==> src/rtl/core/nsvl_pkg.sv <==
// ----------------------------------------------------------------------------
// nsvl_pkg
// types and fixed field layout of the nearest seed voronoi labeler
// ----------------------------------------------------------------------------
package nsvl_pkg;

  // item kinds carried on the input tuser bit
  localparam logic MODE_LOAD  = 1'b0;
  localparam logic MODE_QUERY = 1'b1;

  // fixed field widths
  localparam int SLOT_W  = 8;
  localparam int FIELD_W = 16;
  localparam int COUNT_W = 9;
  localparam int ID_W    = 9;
  localparam int DIST_W  = 33;

  // input tdata layout: seed_index, coord_x, coord_y
  localparam int IN_SLOT_LSB = 0;
  localparam int IN_X_LSB    = IN_SLOT_LSB + SLOT_W;
  localparam int IN_Y_LSB    = IN_X_LSB + FIELD_W;
  localparam int IN_DATA_W   = 40;

  // output tdata layout: nearest_id, min_distance, zero fill
  localparam int OUT_ID_LSB   = 0;
  localparam int OUT_DIST_LSB = OUT_ID_LSB + ID_W;
  localparam int OUT_DATA_W   = 48;

  // sideband that follows a seed through the distance pipeline
  typedef struct packed {
    logic vld;
    logic first;
    logic last;
  } dist_tag_t;

endpackage

==> src/rtl/core/nsvl_dist.sv <==
// ----------------------------------------------------------------------------
// nsvl_dist
// pipelined squared distance unit: absolute differences, then squares
// ----------------------------------------------------------------------------
module nsvl_dist #(
  parameter int CW = 16
) (
  input  logic                 clk,
  input  logic                 rst,
  input  nsvl_pkg::dist_tag_t  tag_in,
  input  logic [CW-1:0]        px,
  input  logic [CW-1:0]        py,
  input  logic [CW-1:0]        sx,
  input  logic [CW-1:0]        sy,
  output nsvl_pkg::dist_tag_t  tag_out,
  output logic [2*CW:0]        dist_sq
);

  nsvl_pkg::dist_tag_t tag_d;
  nsvl_pkg::dist_tag_t tag_q;
  logic [CW-1:0]       ax;
  logic [CW-1:0]       ay;
  logic [2*CW-1:0]     sqx;
  logic [2*CW-1:0]     sqy;

  // tag valid bits
  always_ff @(posedge clk) begin
    if (rst) begin
      tag_d <= '0;
      tag_q <= '0;
    end else begin
      tag_d <= tag_in;
      tag_q <= tag_d;
    end
  end

  // stage one: absolute differences
  always_ff @(posedge clk) begin
    ax <= (px >= sx) ? (px - sx) : (sx - px);
    ay <= (py >= sy) ? (py - sy) : (sy - py);
  end

  // stage two: squares
  always_ff @(posedge clk) begin
    sqx <= ax * ax;
    sqy <= ay * ay;
  end

  // the sum feeds the running minimum compare in the top level
  assign dist_sq = {1'b0, sqx} + {1'b0, sqy};
  assign tag_out = tag_q;

endmodule

==> config.mk <==
export PLATFORM = sky130hd
export DESIGN_NAME = nsvl_dist
export DESIGN_NICKNAME = d
export VERILOG_FILES = /design/src/rtl/core/nsvl_pkg.sv /design/src/rtl/core/nsvl_dist.sv
export SDC_FILE = /design/constraint.sdc
export NUM_CORES = 1
export LEC_CHECK = 0
export BUFFER_PORTS_ARGS = -buffer_cell sky130_fd_sc_hd__buf_2
export CORE_ASPECT_RATIO = 0.9
export CORE_UTILIZATION = 40
export DETAILED_ROUTE_END_ITERATION = 8
export PLACE_DENSITY_LB_ADDON = 0.25
export REMOVE_ABC_BUFFERS = 1
export SETUP_SLACK_MARGIN = 0.15
export SLEW_MARGIN = 20
export SYNTH_ARGS = -nofsm -noshare
export SYNTH_HDL_FRONTEND = slang
export SYNTH_SLANG_ARGS = --single-unit
==> constraint.sdc <==
create_clock -name clk -period 8.2 [get_ports clk]
set_input_delay 0.82 -clock clk [delete_from_list [all_inputs] [get_ports clk]]
set_output_delay 0.82 -clock clk [all_outputs]
set_load 0.1 [all_outputs]
# ---- Word level (Yosys, flattened, before mapping)
# Cells that the tools add are included.
dict set report totals {
  register_bits 102
  input_bits 69
  output_inout_bits 36
}
dict set report classes {
  n_addsub 5
  mul 2
  n_lt_le_gt_ge 2
  muxes 2
}
# cell n
set ops {}
lappend ops {{$mul 16x16->32} 2}
lappend ops {{$sub 16x16->16} 4}
lappend ops {{$add 32x32->33} 1}
lappend ops {{$ge 16x16->1} 2}
lappend ops {{$mux 16} 2}

# ---- Depth between registers and ports, before layout
# Gate-level depths: netlist of run 1.
dict set report logic_depth {
  word_depth 2
  depth_mapped 24
  ltp_nobuf 23
}

# ---- Worst setup path after synthesis of run 1
# OpenSTA, ideal clock, no wires.
dict set report synth_path {
  path_kind {register to register}
  startpoint {reg ay[14]}
  endpoint {reg sqy[31]}
  setup_time_ns 0.112
  arrival_time_ns 5.751
  required_ns 8.088
  setup_slack_ns 2.337
  path_stages_with_launch 23
  path_buffers 3
  synth_period_minus_slack_ns 5.863
  path_cell_list {dfxtp_1 clkbuf_1 clkbuf_1 nand2_1 fa_1 fa_1 inv_1 fa_1 fa_1 fa_1 inv_1 fa_1 inv_1 ha_1 buf_2 nand2_1 o21ai_0 nor4_1 o41ai_1 a21oi_1 o21ai_1 mux2i_1 a2111oi_1}
}
dict set report synth_via {
  elab_chain_len 1
}
# item line
set synth_rtl {}
lappend synth_rtl {{start, declared} nsvl_dist.sv:22} ;# logic [CW-1:0] ay;
lappend synth_rtl {{start signal, assigned} nsvl_dist.sv:40} ;# ay <= (py >= sy) ? (py - sy) : (sy - py);
lappend synth_rtl {{$mul 16x16->32} nsvl_dist.sv:46} ;# sqy <= ay * ay;
lappend synth_rtl {{end signal, assigned} nsvl_dist.sv:46}
lappend synth_rtl {{end, declared} nsvl_dist.sv:24} ;# logic [2*CW-1:0] sqy;
# Every way passes these cells.
# A chain may end at the register's enable or synchronous reset.

# ---- Worst setup path in the final report of run 1
dict set report layout_path {
  startpoint {reg ay[13]}
  endpoint {reg sqy[31]}
}
# Same word-level chain as after synthesis.

==> insert_results.sql, run 1 <==
INSERT INTO impl_metrics (metric_group, metric, value, unit) VALUES
('status', 'status', 'completed', ''),
('setup_path', 'path_depth', '21', ''),
('setup_path', 'slowest_stage', 'dfxtp_1', ''),
('setup_path', 'critical_path.endpoint', 'sqy[31]', ''),
('timing', 'max_transition_viols_final', '0', ''),
('clock_tree', 'cts_buffers', '9', ''),
('die', 'die_height', '218.9', 'um'),
('placed_design', 'numPortBuffers', '104', ''),
('drt', 'vias_per_cell', '5.004', ''),
('drt', 'wire_per_inst', '14.55', 'um'),
('setup_path', 'worst_r2r_path_depth', '21', ''),
('global_routing', 'groute.layer.met1.usage', '0.2606', ''),
('clock_tree', 'postCtsSetupBuffers', '0', ''),
('global_routing', 'initial_antenna_violation_count', '2', ''),
('setup_path', 'worstPathCellList', 'inv_1 -> nor2_1 -> ha_1 -> xor2_1 -> fa_1 -> inv_1 -> fa_1 -> fa_1 -> fa_1 -> inv_1 -> fa_1 -> inv_1 -> ha_1 -> nand2_1 -> o21ai_0 -> nor4_1 -> o41ai_1 -> a21oi_1 -> o21ai_1 -> mux2i_1 -> a2111oi_1', ''),
('setup_path', 'rr_startpoint', 'ay[13]', ''),
('die', 'die_width', '243.0', 'um'),
('global_routing', 'maximum_number_of_pins_on_one_net_before_global_route_repair', '23', ''),
('synth', 'number_of_synthesized_flops_with_an_enable_pin', '0', ''),
('drt', 'firstDrtPassIters', '7', ''),
('timing', 'max_freq', '148.8', 'MHz'),
('setup_path', 'r2r-end', 'sqy[31]', ''),
('die', 'die_area', '53200', 'um^2'),
('layout', 'num-fill-cells', '5080', ''),
('clock_tree', 'cts_root_buf', 'clkbuf_16', ''),
('drt', 'drt_first_iter_violations', '711', ''),
('setup_path', 'highest_net_fanout_along_the_worst_path', '14', ''),
('die', 'ios', '105', ''),
('global_routing', 'groute.layer.met2.usage', '0.2860', ''),
('layout', 'layout-drive-gt1-share', '0.06296', ''),
('die', 'placeableCoreArea', '51700', 'um^2'),
('timing', 'timing_worst_slew_pin_value', '974.6', 'ps'),
('synth', 'yosys-top-cells-count', '581 x inv_1, 328 x fa_1, 293 x ha_1', ''),
('drt', 'final_antenna_net_count', '0', ''),
('placed_design', 'finalWeightedCongestion', '0.8811', ''),
('placed_design', 'detailed_place_hpwl', '39280', 'um'),
('clock_tree', 'cts_resized', '0', ''),
('timing', 'final.period_utilization', '0.8196', ''),
('synth', 'ys.flop_type', 'dfxtp_1', ''),
('setup_path', 'crit_type', 'reg -> reg', ''),
('synth', 'ys_ff_latch', '100', ''),
('global_routing', 'top_usage_layer', 'met2', ''),
('synth', 'synth_area_leaders', 'fa_1 31%, ha_1 18%, inv_1 10%', ''),
('setup_path', 'number_of_buffer_and_inverter_stages_on_the_critical_path', '4', ''),
('layout', 'nets', '3131', ''),
('hold_path', 'worstHoldPathType', 'reg -> reg', ''),
('clock_tree', 'ctsHoldBuffers', '0', ''),
('global_routing', 'first_pass_grt_wire_length', '77710', 'um'),
('die', 'floorplan.rows', '79', ''),
('timing', 'max-slew-margin-rel', '0.3496', ''),
('timing', 'unrepaired_setup_endpoints_after_global_routing', 'false', ''),
('setup_path', 'timing.critical_path.max_delay_family', 'adder cells', ''),
('synth', 'yosys.cell_count.top_type', 'inv_1', ''),
('job', 'cap_violations', '0', ''),
('synth', 'netlist.top_cell.by_area', 'fa_1', ''),
('global_routing', 'groute.layer.met3.usage', '0.02666', ''),
('setup_path', 'worst-endpoint-required', '8470', 'ps'),
('layout', 'synthToLayoutAreaGrowth', '7.031', '%'),
('synth', 'post_synth_num_cell_types', '73', ''),
('layout', 'layout.area.seq', '2002', 'um^2'),
('synth', 'yosysSeqAreaShare', '0.09574', ''),
('synth', 'synth_top_cell_area_share', '0.3140', ''),
('drt', 'wirelength', '45600', 'um'),
('drt', 'num_vias', '15680', ''),
('clock_tree', 'clk_path_buf_depth', '2', ''),
('global_routing', 'globalRouteOverflowTotal', '0', ''),
('synth', 'post_synth_instance_area', '20910', 'um^2'),
('synth', 'yosysWarnings', '0', ''),
('synth', 'mean_post_synth_cell_area', '8.749', 'um^2'),
('global_routing', 'global_route.usage.total', '0.1801', ''),
('timing', 'hold_viol_final', '0', '');
[cell usage in the layout (no fill, tap or decap), types with 9 or more instances in the layout]
cell type  synthesis  final
inv_1            581    581
fa_1             328    328
ha_1             293    293
nand2_1          198    198
a21oi_1          112    112
buf_2              6    104
dfxtp_1          100    100
nor2_1            95     95
and2_1            82     82
xnor2_1           78     78
a21o_1            71     71
o21ai_0           49     49
xor2_1            47     47
nor2b_1           32     32
mux2i_1           26     26
nand2b_1          20     20
nand3_1           19     19
nand4_1           17     17
nor3_1            14     14
o21a_1            14     14
o21bai_1          12     12
a31oi_1           12     12
and3_1            11     11
a31o_2             9      9
clkbuf_16          0      9
[per-stage QoR]
stage	cell area, um^2	utilization	hold WS, ps	setup slack (ps)	cells
2_1_floorplan	20640	-	413.8	2428	2326
3_3_place_gp	22020	0.4260	419.1	1687	3118
3_5_place_dp	22020	0.4260	423.9	1491	3118
4_1_cts	22370	0.4328	443.1	1457	3134
5_1_grt	22380	0.4329	465.4	986.3	3134
6_report	22380	0.4329	437.3	1479	3134
[sequential cells by signal (all words and copies together) (netlist names)]
| name | flops |
|---|---|
| ax | 16 |
| tag_out | 3 |
| sqx | 31 |
| sqy | 31 |
| ay | 16 |
| tag_d | 3 |
[cells by family (layout without fill, tap and decap cells)]
| logic type | after synthesis | count (layout) | share of synthesized area |
|---|---|---|---|
| flip-flops | 100 | 100 | 0.09574 |
| XOR/XNOR | 125 | 125 | 0.05236 |
| AO/OA/AOI/OAI | 352 | 352 | 0.1120 |
| buffers and inverters | 645 | 701 | 0.1170 |
| adder cells (fa/ha/maj) | 621 | 621 | 0.4893 |
| AND/OR/NAND/NOR | 517 | 517 | 0.1190 |
| multiplexers | 30 | 30 | 0.01460 |
[layout make-up]
| type | count | share of cell area |
|---|---|---|
| flip-flops and latches | 100 | 0.08945 |
| clock buffers | 9 | 0.01006 |
| well taps | 688 | 0.03846 |
| multi-input cells | 1645 | 0.7358 |
| clock inverters | 7 | 0.005479 |
| inverters | 581 | 0.09745 |
| repair buffers | 104 | 0.02326 |
[worst min path at each step]
stage | depth (start not counted) | start | slack, ps | to
after floorplan | 1 | tag_d[0] | 410 | tag_out[0]
after global routing | 1 | tag_d[1] | 470 | tag_out[1]
after detailed placement | 1 | tag_d[0] | 420 | tag_out[0]
after CTS | 1 | tag_d[0] | 440 | tag_out[0]
final | 1 | tag_d[0] | 440 | tag_out[0]
after global placement | 1 | tag_d[0] | 420 | tag_out[0]
[routing by layer]
metal	up-vias	wire (um)
li1	7554	-
met2	300	20530
met4	0	501
met5	-	0
met3	27	2017
met1	7800	22560
Power of run 1 is left out: the tool's default activity adds up to more than one toggle a clock period on the data nets, which glitch-free logic cannot reach.
==> inputs of run 2 (changes only) <==
==> constraint.sdc (replaced) <==
create_clock -name clk -period 5.6 [get_ports clk]
set_input_delay 0.56 -clock clk [delete_from_list [all_inputs] [get_ports clk]]
set_output_delay 0.56 -clock clk [all_outputs]
set_load 0.1 [all_outputs]
==> run 2 against run 1 <==
The run now ends with setup timing left. Count of clock-buffer cells in the layout up 2. First-iteration DRC count up 30%. Worst hold slack worse by 49 ps. Global-route usage up 1.1 points. Largest cell class unchanged. Highest routed layer unchanged. Sequential share of layout area down 0.86 points. Clock skew down 1.8 ps. Routed wire length up 6.6%.
==> insert_results.sql, run 2 (synthesized netlist as in run 1, its figures left out) <==
INSERT INTO impl_metrics (metric_group, metric, value, unit) VALUES
('status', 'status', 'finished with violations', ''),
('status', 'violations', 'setup timing', ''),
('global_routing', 'first_global_vias', '17200', ''),
('timing', 'timing_worst_slew_pin_value', '978.3', 'ps'),
('clock_tree', 'ctsHoldBuffers', '0', ''),
('timing', 'max_freq', '176.8', 'MHz'),
('layout', 'nets', '3420', ''),
('clock_tree', 'tritoncts', 'done', ''),
('setup_path', 'crit_type', 'reg -> reg', ''),
('timing', 'final.setup.worst_slack', '-56.49', 'ps'),
('die', 'ios', '105', ''),
('timing', 'max_transition_viols_final', '0', ''),
('clock_tree', 'h_tree_level_count', '3', ''),
('setup_path', 'path_depth', '23', ''),
('setup_path', 'timing.critical_path.from_type', 'flop', ''),
('die', 'floorplan.rows', '79', ''),
('setup_path', 'worstPathCellList', 'and2_4 -> fa_1 -> inv_2 -> fa_1 -> inv_1 -> fa_1 -> inv_1 -> fa_1 -> inv_2 -> fa_1 -> inv_1 -> fa_1 -> inv_2 -> ha_4 -> and3_4 -> nor2_4 -> o2bb2ai_4 -> a31oi_4 -> buf_6 -> a211o_1 -> a31o_4 -> a21bo_2 -> xor2_1', ''),
('timing', 'timing.hold.ws', '388.0', 'ps'),
('setup_path', 'highest_net_fanout_along_the_worst_path', '5', ''),
('setup_path', 'worst_setup_path_end_kind', 'flop', ''),
('setup_path', 'worst_r2r_path_depth', '23', ''),
('placed_design', 'finalWeightedCongestion', '0.8696', ''),
('drt', 'firstDrtPassIters', '5', ''),
('clock_tree', 'cts_buffers', '9', ''),
('placed_design', 'numPortBuffers', '104', ''),
('layout', 'layout.area.seq', '2074', 'um^2'),
('layout', 'antenna-diode-count', '0', ''),
('drt', 'wire_per_inst', '14.20', 'um'),
('placed_design', 'pre_cts_worst_setup_slack', '-381.6', 'ps'),
('setup_path', 'longest_individual_stage_delay_on_the_worst_path', '550', 'ps'),
('die', 'floorplan.initialDensity', '0.4045', ''),
('clock_tree', 'cts_root_buf', 'clkbuf_16', ''),
('global_routing', 'maximum_number_of_pins_on_one_net_before_global_route_repair', '23', ''),
('timing', 'report.final.setup_viol', '3', ''),
('die', 'die_height', '218.9', 'um'),
('placed_design', 'dpl-instance-area', '23920', 'um^2'),
('clock_tree', 'cts.reportedPaths.clkPinSlew', '80', 'ps'),
('global_routing', 'first_pass_grt_wire_length', '83020', 'um'),
('layout', 'num-fill-cells', '4919', ''),
('setup_path', 'timing.critical_path.arrival', '5920', 'ps'),
('global_routing', 'groute.layer.met1.usage', '0.2806', ''),
('layout', 'layout.cells.most_common', 'inv_1', ''),
('setup_path', 'timing.critical_path.max_delay_family', 'adder cells', ''),
('placed_design', 'detailed_place_hpwl', '41920', 'um'),
('layout', 'layout.cells.most_common_list', '548 x inv_1, 317 x fa_1, 271 x ha_1, 240 x buf_4, 184 x nand2_1', ''),
('layout', 'combined_area_of_the_multi_input_logic_cells', '17300', 'um^2'),
('drt', 'vias_per_cell', '4.883', ''),
('timing', 'skew_final', '9.339', 'ps'),
('setup_path', 'slowest_stage', 'fa_1', ''),
('clock_tree', 'clk_path_buf_depth', '2', ''),
('clock_tree', 'cts_sinks', '100', ''),
('global_routing', 'initial_antenna_violation_count', '1', ''),
('global_routing', 'groute.layer.met3.usage', '0.02580', ''),
('timing', 'setup_tns', '-106.8', 'ps'),
('drt', 'final_antenna_net_count', '0', ''),
('global_routing', 'global_route.usage.total', '0.1912', ''),
('drt', 'drcViolationCount', '0', ''),
('global_routing', 'globalRouteOverflowTotal', '0', ''),
('timing', 'hold_viol_final', '0', ''),
('global_routing', 'groute.layer.met2.usage', '0.3060', ''),
('global_routing', 'top_usage_layer', 'met2', ''),
('timing', 'unrepaired_setup_endpoints_after_global_routing', 'true', ''),
('timing', 'finalWorstPathRequiredPeriod', '5656', 'ps'),
('timing', 'max-slew-margin-rel', '0.3471', ''),
('drt', 'num_vias', '16720', ''),
('timing', 'final.period_utilization', '1.010', ''),
('drt', 'drt_first_iter_violations', '921', ''),
('setup_path', 'number_of_buffer_and_inverter_stages_on_the_critical_path', '7', ''),
('die', 'placeableCoreArea', '51700', 'um^2'),
('layout', 'finalInstanceArea', '25670', 'um^2'),
('setup_path', 'worst-endpoint-required', '5860', 'ps'),
('drt', 'wirelength', '48600', 'um'),
('setup_path', 'crit_path_frequent_cell', 'fa_1', ''),
('layout', 'biggestRegsByFlops', 'sqx x31, sqy x31', ''),
('clock_tree', 'clock_latency', '380', 'ps'),
('job', 'cap_violations', '0', ''),
('die', 'die_area', '53200', 'um^2'),
('layout', 'layout-drive-gt1-share', '0.2300', ''),
('die', 'die_width', '243.0', 'um'),
('layout', 'synthToLayoutAreaGrowth', '22.77', '%'),
('hold_path', 'hold_path_depth', '2', ''),
('hold_path', 'worstHoldPathType', 'in -> reg', '');
==> run 2: cell types whose count changed in the layout (fill, tap and decap cells not counted), moves of 20 or more <==
cell / previous run / this run
ha_4: 0 / 20
dfxtp_1: 100 / 72
buf_4: 0 / 240
inv_1: 581 / 548
buf_6: 0 / 42
inv_2: 0 / 30
ha_1: 293 / 271
==> run 2: worst paths after layout <==
kind              from          to  slack, ps
max              ay[2]     sqy[29]        -60
min          tag_in[2]    tag_d[2]        390
max reg2reg      ay[2]     sqy[29]        -60
min reg2reg   tag_d[2]  tag_out[2]        440
==> run 2: area by class of cell <==
type / count / area share
multi-input cells: 1645 / 0.6741
repair buffers: 393 / 0.1140
inverters: 581 / 0.08549
flip-flops and latches: 100 / 0.08081
well taps: 688 / 0.03353
clock buffers: 11 / 0.009845
clock inverters: 5 / 0.002291
==> run 2: metrics by stage <==
step,utilization,cells
6_report,0.4966,3423
5_1_grt,0.4966,3423
4_1_cts,0.4843,3400
3_5_place_dp,0.4626,3365
3_3_place_gp,0.4626,3365
2_1_floorplan,-,2326
==> run 2: timing repair <==
action,4_1_cts,5_1_grt
resized for setup,179,115
setup buffers,19,22
gates cloned,0,1
setup endpoints to repair,32,34
pin swaps,83,65
==> run 2: layer usage <==
| layer | vias up | part of all wire |
|---|---|---|
| li1 | 8147 | - |
| met1 | 8270 | 0.49 |
| met2 | 274 | 0.45 |
| met3 | 24 | 0.046 |
| met4 | 0 | 0.0064 |
| met5 | - | 0 |
Power of run 2 is left out for the same reason.
